`src/sv/skv_pkg.sv`:
```
package skv_pkg;

    localparam int MAX_SLOTS_DEF = 32;
    localparam int IDX_W         = 6;
    localparam int SCORE_W       = 32;
    localparam int RET_W         = 23;
    localparam int QUO_W         = 22;
    localparam int CNT_W         = 32;
    localparam int Q16_SHIFT     = 16;

    localparam logic [IDX_W-1:0] CAP_RESET    = 6'd32;
    localparam logic [IDX_W-1:0] MIN_INTERIOR = 6'd3;

    typedef enum logic [2:0] {
        KIND_BEGIN  = 3'd0,
        KIND_COMMIT = 3'd1,
        KIND_EVICT  = 3'd2,
        KIND_WORST  = 3'd3,
        KIND_PRUNE  = 3'd4
    } t_kind;

    typedef enum logic [1:0] {
        ST_DONE    = 2'd0,
        ST_INVALID = 2'd1,
        ST_FULL    = 2'd2
    } t_status;

endpackage

```
`src/sv/skv_in_if.sv`:
```
interface skv_in_if;
    import skv_pkg::*;

    logic                valid;
    logic                ready;
    logic [2:0]          kind;
    logic [IDX_W-1:0]    slot_index;
    logic signed [SCORE_W-1:0] score_value;
    logic signed [SCORE_W-1:0] prune_threshold;

    modport source (output valid, kind, slot_index, score_value, prune_threshold,
                    input ready);
    modport sink   (input valid, kind, slot_index, score_value, prune_threshold,
                    output ready);
endinterface

```
`src/sv/skv_out_if.sv`:
```
interface skv_out_if;
    import skv_pkg::*;

    logic              valid;
    logic              ready;
    logic              is_eviction;
    logic [IDX_W-1:0]  evicted_index;
    logic              last;
    logic [1:0]        status;
    logic [IDX_W-1:0]  free_slot;
    logic [IDX_W-1:0]  pruned_count;
    logic [IDX_W-1:0]  occupancy_now;
    logic [RET_W-1:0]  retention_q16;
    logic [CNT_W-1:0]  evicted_total;
    logic [CNT_W-1:0]  tokens_seen_total;

    modport source (output valid, is_eviction, evicted_index, last, status, free_slot,
                    pruned_count, occupancy_now, retention_q16, evicted_total,
                    tokens_seen_total, input ready);
    modport sink   (input valid, is_eviction, evicted_index, last, status, free_slot,
                    pruned_count, occupancy_now, retention_q16, evicted_total,
                    tokens_seen_total, output ready);
endinterface

```
`src/sv/score_ranked_kv_slot_evictor_top.sv`:
```
// Commit goes straight to the retention divider; evict-at adds a shift pass.
// Evict-worst and begin add one occupancy-length scan per eviction; prune
// reads one entry at a time, plus a shift pass per removed entry.
// Each result passes through the serial retention divider.
// One item is in flight at a time; input ready only while idle.
// Synchronous active-low reset clears occupancy, counters and control.
module score_ranked_kv_slot_evictor_top #(
    parameter int MAX_SLOTS = skv_pkg::MAX_SLOTS_DEF
) (
    input  logic                    i_clk,
    input  logic                    i_rst_n,
    input  logic                    i_cfg_we,
    input  logic [skv_pkg::IDX_W-1:0] i_cfg_wdata,
    skv_in_if.sink                  i_in,
    skv_out_if.source               o_out
);
    import skv_pkg::*;

    localparam int AW = (MAX_SLOTS > 1) ? $clog2(MAX_SLOTS) : 1;
    localparam logic [IDX_W:0] MAX_W = (IDX_W+1)'(MAX_SLOTS);

    typedef enum logic [9:0] {
        S_IDLE    = 10'b0000000001,
        S_BEGIN   = 10'b0000000010,
        S_SCAN    = 10'b0000000100,
        S_SHIFT   = 10'b0000001000,
        S_PRD     = 10'b0000010000,
        S_PCMP    = 10'b0000100000,
        S_DIVINIT = 10'b0001000000,
        S_DIV     = 10'b0010000000,
        S_EMIT    = 10'b0100000000,
        S_NEXT    = 10'b1000000000
    } t_state;

    logic [SCORE_W-1:0] mem [MAX_SLOTS];
    logic               mem_we;
    logic [AW-1:0]      mem_wa;
    logic [AW-1:0]      mem_ra;
    logic [SCORE_W-1:0] mem_wd;
    logic [SCORE_W-1:0] r_rdata;

    t_state             r_state, n_state;
    logic [IDX_W-1:0]   r_cap;
    logic [IDX_W-1:0]   eff_cap;
    logic [2:0]         r_kind, n_kind;
    logic [SCORE_W-1:0] r_thr, n_thr;
    logic [IDX_W-1:0]   r_occ, n_occ;
    logic [CNT_W-1:0]   r_evtot, n_evtot;
    logic [CNT_W-1:0]   r_tktot, n_tktot;
    logic [1:0]         r_status, n_status;
    logic [IDX_W-1:0]   r_free, n_free;
    logic [IDX_W-1:0]   r_pruned, n_pruned;
    logic               r_last, n_last;
    logic [IDX_W-1:0]   r_rm_idx, n_rm_idx;
    logic [IDX_W-1:0]   r_ptr, n_ptr;
    logic               r_pend, n_pend;
    logic [AW-1:0]      r_pa, n_pa;
    logic [SCORE_W-1:0] r_best, n_best;
    logic [IDX_W-1:0]   r_w, n_w;
    logic [IDX_W-1:0]   r_i, n_i;
    logic [QUO_W-1:0]   r_quo, n_quo;
    logic [IDX_W-1:0]   r_rem, n_rem;
    logic [4:0]         r_cnt, n_cnt;

    logic               r_ovalid, n_ovalid;
    logic               r_o_ev, r_o_last;
    logic [IDX_W-1:0]   r_o_idx, r_o_free, r_o_pruned, r_o_occ;
    logic [1:0]         r_o_status;
    logic [RET_W-1:0]   r_o_ret;
    logic [CNT_W-1:0]   r_o_evtot, r_o_tktot;
    logic               load_out;

    logic               start_rm;
    logic [IDX_W-1:0]   rm_i;
    logic               go_sum;
    logic [IDX_W:0]     trial;

    assign eff_cap = ({1'b0, r_cap} > MAX_W) ? MAX_W[IDX_W-1:0] : r_cap;
    assign trial   = {r_rem, r_quo[QUO_W-1]};

    always_comb begin
        n_state  = r_state;
        n_kind   = r_kind;
        n_thr    = r_thr;
        n_occ    = r_occ;
        n_evtot  = r_evtot;
        n_tktot  = r_tktot;
        n_status = r_status;
        n_free   = r_free;
        n_pruned = r_pruned;
        n_last   = r_last;
        n_rm_idx = r_rm_idx;
        n_ptr    = r_ptr;
        n_pend   = r_pend;
        n_pa     = r_pa;
        n_best   = r_best;
        n_w      = r_w;
        n_i      = r_i;
        n_quo    = r_quo;
        n_rem    = r_rem;
        n_cnt    = r_cnt;
        n_ovalid = r_ovalid && !o_out.ready;
        load_out = 1'b0;
        mem_we   = 1'b0;
        mem_wa   = '0;
        mem_wd   = '0;
        mem_ra   = '0;
        start_rm = 1'b0;
        rm_i     = '0;
        go_sum   = 1'b0;

        unique case (r_state)
            S_IDLE: begin
                if (i_in.valid) begin
                    n_kind   = i_in.kind;
                    n_thr    = i_in.prune_threshold;
                    n_status = ST_DONE;
                    n_free   = '0;
                    n_pruned = '0;
                    unique case (i_in.kind)
                        KIND_BEGIN: begin
                            n_state = S_BEGIN;
                        end
                        KIND_COMMIT: begin
                            if (i_in.slot_index == r_occ && i_in.slot_index < eff_cap) begin
                                mem_we  = 1'b1;
                                mem_wa  = i_in.slot_index[AW-1:0];
                                mem_wd  = i_in.score_value;
                                n_occ   = r_occ + 1'b1;
                                n_tktot = r_tktot + 1'b1;
                            end else begin
                                n_status = ST_INVALID;
                            end
                            go_sum = 1'b1;
                        end
                        KIND_EVICT: begin
                            if (i_in.slot_index < r_occ) begin
                                start_rm = 1'b1;
                                rm_i     = i_in.slot_index;
                            end else begin
                                n_status = ST_INVALID;
                                go_sum   = 1'b1;
                            end
                        end
                        KIND_WORST: begin
                            if (r_occ >= MIN_INTERIOR) begin
                                n_ptr   = 6'd1;
                                n_pend  = 1'b0;
                                n_state = S_SCAN;
                            end else begin
                                n_status = ST_INVALID;
                                go_sum   = 1'b1;
                            end
                        end
                        KIND_PRUNE: begin
                            if (r_occ >= MIN_INTERIOR) begin
                                n_i     = r_occ - 6'd2;
                                n_state = S_PRD;
                            end else begin
                                go_sum = 1'b1;
                            end
                        end
                        default: begin
                            n_status = ST_INVALID;
                            go_sum   = 1'b1;
                        end
                    endcase
                end
            end
            S_BEGIN: begin
                if (eff_cap != '0 && r_occ >= eff_cap) begin
                    if (r_occ >= MIN_INTERIOR) begin
                        n_ptr   = 6'd1;
                        n_pend  = 1'b0;
                        n_state = S_SCAN;
                    end else begin
                        start_rm = 1'b1;
                        rm_i     = '0;
                    end
                end else begin
                    if (r_occ >= eff_cap) begin
                        n_status = ST_FULL;
                    end else begin
                        n_free = r_occ;
                    end
                    go_sum = 1'b1;
                end
            end
            S_SCAN: begin
                if (r_pend) begin
                    if (r_pa == AW'(1) || $signed(r_rdata) > $signed(r_best)) begin
                        n_best = r_rdata;
                        n_w    = IDX_W'(r_pa);
                    end
                end
                if ({1'b0, r_ptr} + 7'd1 < {1'b0, r_occ}) begin
                    mem_ra = r_ptr[AW-1:0];
                    n_pend = 1'b1;
                    n_pa   = r_ptr[AW-1:0];
                    n_ptr  = r_ptr + 1'b1;
                end else begin
                    n_pend = 1'b0;
                    if (!r_pend) begin
                        start_rm = 1'b1;
                        rm_i     = r_w;
                    end
                end
            end
            S_SHIFT: begin
                if (r_pend) begin
                    mem_we = 1'b1;
                    mem_wa = r_pa;
                    mem_wd = r_rdata;
                end
                if (r_ptr < r_occ) begin
                    mem_ra = r_ptr[AW-1:0];
                    n_pend = 1'b1;
                    n_pa   = r_ptr[AW-1:0] - 1'b1;
                    n_ptr  = r_ptr + 1'b1;
                end else begin
                    n_pend = 1'b0;
                    if (!r_pend) begin
                        n_occ   = r_occ - 1'b1;
                        n_evtot = r_evtot + 1'b1;
                        n_last  = 1'b0;
                        n_state = S_DIVINIT;
                    end
                end
            end
            S_PRD: begin
                mem_ra  = r_i[AW-1:0];
                n_state = S_PCMP;
            end
            S_PCMP: begin
                if ($signed(r_rdata) > $signed(r_thr)) begin
                    n_pruned = r_pruned + 1'b1;
                    start_rm = 1'b1;
                    rm_i     = r_i;
                end else if (r_i == 6'd1) begin
                    go_sum = 1'b1;
                end else begin
                    n_i     = r_i - 1'b1;
                    n_state = S_PRD;
                end
            end
            S_DIVINIT: begin
                n_quo   = {r_occ, Q16_SHIFT'(0)};
                n_rem   = '0;
                n_cnt   = '0;
                n_state = S_DIV;
            end
            S_DIV: begin
                if (trial >= {1'b0, eff_cap}) begin
                    n_rem = IDX_W'(trial - {1'b0, eff_cap});
                    n_quo = {r_quo[QUO_W-2:0], 1'b1};
                end else begin
                    n_rem = trial[IDX_W-1:0];
                    n_quo = {r_quo[QUO_W-2:0], 1'b0};
                end
                n_cnt = r_cnt + 1'b1;
                if (r_cnt == 5'(QUO_W-1)) begin
                    n_state = S_EMIT;
                end
            end
            S_EMIT: begin
                if (!r_ovalid || o_out.ready) begin
                    load_out = 1'b1;
                    n_ovalid = 1'b1;
                    n_state  = r_last ? S_IDLE : S_NEXT;
                end
            end
            S_NEXT: begin
                if (r_kind == KIND_BEGIN) begin
                    n_state = S_BEGIN;
                end else if (r_kind == KIND_PRUNE) begin
                    if (r_occ < MIN_INTERIOR || r_i == 6'd1) begin
                        go_sum = 1'b1;
                    end else begin
                        n_i     = r_i - 1'b1;
                        n_state = S_PRD;
                    end
                end else begin
                    go_sum = 1'b1;
                end
            end
            default: begin
                n_state = S_IDLE;
            end
        endcase

        if (start_rm) begin
            n_rm_idx = rm_i;
            n_ptr    = rm_i + 1'b1;
            n_pend   = 1'b0;
            n_state  = S_SHIFT;
        end
        if (go_sum) begin
            n_last  = 1'b1;
            n_state = S_DIVINIT;
        end
    end

    assign i_in.ready = (r_state == S_IDLE);

    always_ff @(posedge i_clk) begin
        if (mem_we) begin
            mem[mem_wa] <= mem_wd;
        end
        r_rdata <= mem[mem_ra];
    end

    always_ff @(posedge i_clk) begin
        if (!i_rst_n) begin
            r_state  <= S_IDLE;
            r_cap    <= CAP_RESET;
            r_occ    <= '0;
            r_evtot  <= '0;
            r_tktot  <= '0;
            r_ovalid <= 1'b0;
            r_pend   <= 1'b0;
        end else begin
            r_state  <= n_state;
            if (i_cfg_we) begin
                r_cap <= i_cfg_wdata;
            end
            r_occ    <= n_occ;
            r_evtot  <= n_evtot;
            r_tktot  <= n_tktot;
            r_ovalid <= n_ovalid;
            r_pend   <= n_pend;
        end
    end

    always_ff @(posedge i_clk) begin
        r_kind   <= n_kind;
        r_thr    <= n_thr;
        r_status <= n_status;
        r_free   <= n_free;
        r_pruned <= n_pruned;
        r_last   <= n_last;
        r_rm_idx <= n_rm_idx;
        r_ptr    <= n_ptr;
        r_pa     <= n_pa;
        r_best   <= n_best;
        r_w      <= n_w;
        r_i      <= n_i;
        r_quo    <= n_quo;
        r_rem    <= n_rem;
        r_cnt    <= n_cnt;
        if (load_out) begin
            r_o_ev     <= !r_last;
            r_o_last   <= r_last;
            r_o_idx    <= r_last ? '0 : r_rm_idx;
            r_o_status <= r_last ? r_status : ST_DONE;
            r_o_free   <= r_last ? r_free : '0;
            r_o_pruned <= r_last ? r_pruned : '0;
            r_o_occ    <= r_occ;
            r_o_ret    <= (eff_cap == '0) ? '0 : RET_W'(r_quo);
            r_o_evtot  <= r_evtot;
            r_o_tktot  <= r_tktot;
        end
    end

    assign o_out.valid             = r_ovalid;
    assign o_out.is_eviction       = r_o_ev;
    assign o_out.evicted_index     = r_o_idx;
    assign o_out.last              = r_o_last;
    assign o_out.status            = r_o_status;
    assign o_out.free_slot         = r_o_free;
    assign o_out.pruned_count      = r_o_pruned;
    assign o_out.occupancy_now     = r_o_occ;
    assign o_out.retention_q16     = r_o_ret;
    assign o_out.evicted_total     = r_o_evtot;
    assign o_out.tokens_seen_total = r_o_tktot;

endmodule

```
`src/flat_wrapper.sv`:
```
// flat-port wrapper written by rule: the top's interface ports become plain ports
module score_ranked_kv_slot_evictor_top_flat import skv_pkg::*;
#(
    parameter int MAX_SLOTS = skv_pkg::MAX_SLOTS_DEF
)
  (i_clk, i_rst_n, i_cfg_we, i_cfg_wdata, i_in_valid, i_in_kind, i_in_slot_index, i_in_score_value, i_in_prune_threshold, i_in_ready, o_out_valid, o_out_is_eviction, o_out_evicted_index, o_out_last, o_out_status, o_out_free_slot, o_out_pruned_count, o_out_occupancy_now, o_out_retention_q16, o_out_evicted_total, o_out_tokens_seen_total, o_out_ready);
  skv_in_if i_in_i ();
  skv_out_if o_out_i ();
  input  logic i_clk;
  input  logic i_rst_n;
  input  logic i_cfg_we;
  input  logic [skv_pkg::IDX_W-1:0] i_cfg_wdata;
  input wire logic [$bits(i_in_i.valid)-1:0] i_in_valid;
  input wire logic [$bits(i_in_i.kind)-1:0] i_in_kind;
  input wire logic [$bits(i_in_i.slot_index)-1:0] i_in_slot_index;
  input wire logic [$bits(i_in_i.score_value)-1:0] i_in_score_value;
  input wire logic [$bits(i_in_i.prune_threshold)-1:0] i_in_prune_threshold;
  output wire logic [$bits(i_in_i.ready)-1:0] i_in_ready;
  output wire logic [$bits(o_out_i.valid)-1:0] o_out_valid;
  output wire logic [$bits(o_out_i.is_eviction)-1:0] o_out_is_eviction;
  output wire logic [$bits(o_out_i.evicted_index)-1:0] o_out_evicted_index;
  output wire logic [$bits(o_out_i.last)-1:0] o_out_last;
  output wire logic [$bits(o_out_i.status)-1:0] o_out_status;
  output wire logic [$bits(o_out_i.free_slot)-1:0] o_out_free_slot;
  output wire logic [$bits(o_out_i.pruned_count)-1:0] o_out_pruned_count;
  output wire logic [$bits(o_out_i.occupancy_now)-1:0] o_out_occupancy_now;
  output wire logic [$bits(o_out_i.retention_q16)-1:0] o_out_retention_q16;
  output wire logic [$bits(o_out_i.evicted_total)-1:0] o_out_evicted_total;
  output wire logic [$bits(o_out_i.tokens_seen_total)-1:0] o_out_tokens_seen_total;
  input wire logic [$bits(o_out_i.ready)-1:0] o_out_ready;
  assign i_in_i.valid = i_in_valid;
  assign i_in_i.kind = i_in_kind;
  assign i_in_i.slot_index = i_in_slot_index;
  assign i_in_i.score_value = i_in_score_value;
  assign i_in_i.prune_threshold = i_in_prune_threshold;
  assign i_in_ready = i_in_i.ready;
  assign o_out_valid = o_out_i.valid;
  assign o_out_is_eviction = o_out_i.is_eviction;
  assign o_out_evicted_index = o_out_i.evicted_index;
  assign o_out_last = o_out_i.last;
  assign o_out_status = o_out_i.status;
  assign o_out_free_slot = o_out_i.free_slot;
  assign o_out_pruned_count = o_out_i.pruned_count;
  assign o_out_occupancy_now = o_out_i.occupancy_now;
  assign o_out_retention_q16 = o_out_i.retention_q16;
  assign o_out_evicted_total = o_out_i.evicted_total;
  assign o_out_tokens_seen_total = o_out_i.tokens_seen_total;
  assign o_out_i.ready = o_out_ready;
  score_ranked_kv_slot_evictor_top #(.MAX_SLOTS(MAX_SLOTS)) u_core (.i_clk(i_clk), .i_rst_n(i_rst_n), .i_cfg_we(i_cfg_we), .i_cfg_wdata(i_cfg_wdata), .i_in(i_in_i), .o_out(o_out_i));
endmodule
```
`config.mk`:
```
export PLATFORM = sky130hd
export DESIGN_NAME = score_ranked_kv_slot_evictor_top_flat
export DESIGN_NICKNAME = d
export VERILOG_FILES = /design/src/sv/skv_pkg.sv /design/src/sv/skv_in_if.sv /design/src/sv/skv_out_if.sv /design/src/sv/score_ranked_kv_slot_evictor_top.sv /design/src/flat_wrapper.sv
export SDC_FILE = /design/constraint.sdc
export NUM_CORES = 2
export LEC_CHECK = 0
export BUFFER_PORTS_ARGS = -buffer_cell sky130_fd_sc_hd__buf_2
export CAP_MARGIN = 40
export CELL_PAD_IN_SITES_DETAIL_PLACEMENT = 1
export CELL_PAD_IN_SITES_GLOBAL_PLACEMENT = 2
export CORE_ASPECT_RATIO = 0.75
export CORE_MARGIN = 1.5
export CORE_UTILIZATION = 45
export CTS_CLUSTER_DIAMETER = 200
export DETAILED_ROUTE_END_ITERATION = 12
export MAX_ROUTING_LAYER = met4
export PLACE_DENSITY = 0.88
export SKIP_CTS_REPAIR_TIMING = 1
export SLEW_MARGIN = 20
export SYNTH_ARGS = -nofsm -noshare
export SYNTH_HDL_FRONTEND = slang
export SYNTH_SLANG_ARGS = --single-unit
```
`constraint.sdc`:
```
create_clock -name i_clk -period 8.65 [get_ports i_clk]
set_clock_uncertainty 0.1 [all_clocks]
set_input_delay 2.1625 -clock i_clk [delete_from_list [all_inputs] [get_ports i_clk]]
set_output_delay 2.1625 -clock i_clk [all_outputs]
set_load 0.05 [all_outputs]
```
==> flow_summary.yaml <==
sta:
  final.setup.tns_ps: 0
  worst_slack_ps: 2410
  slew_viol_final: 0
  post-route-min-period_ps: 6240
  period_share_pct: 72.1
  slew_headroom_pct: 37.5
  hold_viol_final: 0
  whs_ps: 370
  grt_setup_unrepaired: "no"
  max_freq_ghz: 0.160
  tightest_slew_ps: 938
  setup_viol: 0
layout:
  layout.cells.non_filler: 6170
  area_growth_pct: 15.4
  fill_cells: 12200
  final_nets: 4585
  drive_gt1_share_pct: 13.6
power:
  seqPwrFrac_pct: 52.6
  clkPwrFrac_pct: 43.7
  p_sw_share_pct: 21.5
  ir_drop_v: 0.000216
  p_switching_mw: 3.04
  p_leak_nw: 25.3
  p_per_area_nw_per_um2: 216
  pwr-share-comb_pct: 3.6
  p_int_mw: 11.1
  totalPowerFinal_mw: 14.2
synth:
  syn_area_per_cell_um2: 13.7
  ys_types: 87
  synth_nets: 4327
  ys_top_cells_by_count: "edfxtp_1 (1,280), nand2_1 (786), nand3_1 (279)"
  yosysTopAreaCellShare_pct: 67.8
  synth_area_um2: 56700
  ys_async_sr_fraction_pct: 0
  ys_ff_latch: 1401
  synthCells: 4129
  synth_edf_count: 1280
  yosys_warnings: 0
  synth-seq-area-share_pct: 72.1
  yosysTopAreaCell: "edfxtp_1"
  yosysMostFrequentCell: "edfxtp_1"
  synth_area_leaders: "edfxtp_1 (68%), nand2_1 (5.2%), dfxtp_1 (4.3%), mux2i_1 (3.2%), ha_1 (2.5%)"
  synth_ff_type: "edfxtp_1"
floorplan:
  rows: 112
  die_height_um: 310
  core_um2: 125000
  die_w_um: 413
  pin_count: 201
  die-area_um2: 128000
  start_util_pct: 45.4
route:
  drc: 0
  via_per_inst: 5.98
  dr.pass1.iters: 6
  wl_per_cell_um: 28.1
  drtIter0Drc: 4207
  routed_wl_um: 173000
  ant_nets: 0
  via_count: 36900
worst_setup_path:
  cp.arrival_ps: 6590
  path_class: "input pin to register"
  cp.required_ps: 9000
  r2r-end: "u_core.mem[24][8]$_DFFE_PP_"
  crit_path_end_kind: "register"
  r2r_cells: 13
  cp_max_fo: 41
  r2r_start: "u_core.r_cap[5]$_SDFFE_PN1P_"
  r2r_setup_slack_ps: 2930
  critPathLaunchType: "input pin"
  cp-startpoint: "i_in_slot_index[3]"
clocking:
  cts.sinks: 1401
  clock_latency_ps: 800
  numCtsBuffers: 140
  cts_tree: "yes"
  h-tree-depth: 4
  clk_pin_slew_ps: 60
  cts_root_buffer: "clkbuf_16"
  cts_max_path_buffers: 3
grt:
  grt_max_degree: 137
  grt_pass1_vias: 37500
  antenna_found_initial: 21
  grt_pass1_wl_um: 252000
  track_usage_pct: 27.7
  globalRoute.totalOverflow: 0
hold_path:
  hold_path.class: "register to register"
  hold_depth: 0
  hold_start: "u_core.r_tktot[31]$_SDFFE_PN0P_"
  hold_end: "u_core.o_out.tokens_seen_total[31]$_DFFE_PP_"
place:
  portBuffers: 199
  dp_worst_setup_slack_ps: 1770
  dp.cells: 5890
  dp_hpwl_um: 110000
  gp_congestion: 0.862
job:
  cap_violations: 0
status:
  outcome: "finished, final reports clean"
-- layout by cell type (no fill, tap or decap), types with 36 or more instances in the layout --
cell type	count
nand3_1	279
a31oi_1	107
buf_2	200
and3_1	36
xnor2_1	36
o21ai_0	48
nand2_1	786
mux2i_1	179
ha_1	112
buf_4	76
xor2_1	52
clkbuf_16	143
and2_1	55
inv_1	101
a21oi_1	92
dfxtp_1	121
nor2_1	143
edfxtp_1	1280
a32oi_1	120
clkbuf_1	40
-- cell type report --
cell class | count | area, um2 | share of cell area [%]
sequential | 1401 | 40900 | 62.4
multi-input combinational | 2411 | 14900 | 22.8
clock buffer | 197 | 3920 | 5.99
timing repair buffer | 328 | 2530 | 3.87
tap | 1653 | 2070 | 3.16
clock inverter | 63 | 713 | 1.09
inverter | 105 | 395 | 0.604
antenna | 12 | 30.0 | 0.0459
-- how the worst max path moves through the flow --
stage / end / slack [ps] / depth (start not counted)
3_3_place_gp: u_core.mem[22][15]$_DFFE_PP_ / 1920 / 12
2_1_floorplan: u_core.o_out.evicted_index[0]$_SDFFCE_PP0P_ / 990 / 2
5_1_grt: u_core.mem[24][8]$_DFFE_PP_ / 2350 / 11
6_report: u_core.mem[24][8]$_DFFE_PP_ / 2410 / 11
4_1_cts: u_core.mem[26][27]$_DFFE_PP_ / 2550 / 11
3_5_place_dp: u_core.mem[26][4]$_DFFE_PP_ / 1770 / 11
-- state kept, by name (all words and copies together) (netlist names), 10 cells and up --
name / count
u_core.mem: 1024
u_core.o_out.evicted_total: 32
u_core.o_out.retention_q16: 22
u_core.o_out.tokens_seen_total: 32
u_core.r_best: 32
u_core.r_evtot: 32
u_core.r_quo: 22
u_core.r_rdata: 32
u_core.r_state: 10
u_core.r_thr: 32
u_core.r_tktot: 32
-- cells by family (layout without fill, tap and decap cells) --
| kind of cell | after synthesis | after routing | share of synthesized area (%) |
|---|---|---|---|
| buf+inv | 317 | 693 | 2.29 |
| compound gates | 532 | 532 | 6.68 |
| flops | 1401 | 1401 | 72.1 |
| xor+xnor | 88 | 88 | 1.36 |
| mux | 180 | 180 | 3.18 |
| other cells | 1 | 13 | 0.00662 |
| fa+ha+maj | 114 | 114 | 2.54 |
| simple gates | 1496 | 1496 | 11.8 |
-- power by group through the flow --
| stage | Sequential (mW) | Combinational, mW | Clock (mW) |
|---|---|---|---|
| after floorplan | 7.58 | 0.335 | 0 |
| after global placement | 7.59 | 0.488 | 0 |
| after detailed placement | 7.60 | 0.503 | 0 |
| after CTS | 7.45 | 0.510 | 6.26 |
| after global routing | 7.46 | 0.564 | 6.49 |
| final | 7.45 | 0.515 | 6.20 |
-- stage by stage --
stage	area, um2	util, %
6_report	65400	52.5
5_1_grt	65400	52.5
4_1_cts	65200	52.3
3_5_place_dp	60600	48.6
3_3_place_gp	60000	48.1
2_1_floorplan	56700	-
-- per-layer routing --
layer | vias to the layer above | global-route usage [%] | part of all wire, %
met5 | - | - | 0
met1 | 19100 | 37.1 | 42
li1 | 15900 | - | -
met2 | 1636 | 41.4 | 46
met3 | 277 | 6.53 | 9.1
met4 | 0 | 9.70 | 3.1
-- worst max-delay path, stage by stage --
cell       delay (ps)
buf_2             160
ha_1              300
and3_1            170
nand3_1           120
or4_1             610
a2111oi_4         510
buf_4             690
a22o_1            330
nand2_1           300
nor2_4            750
buf_4             440
Power figures use the tool's default switching activity.
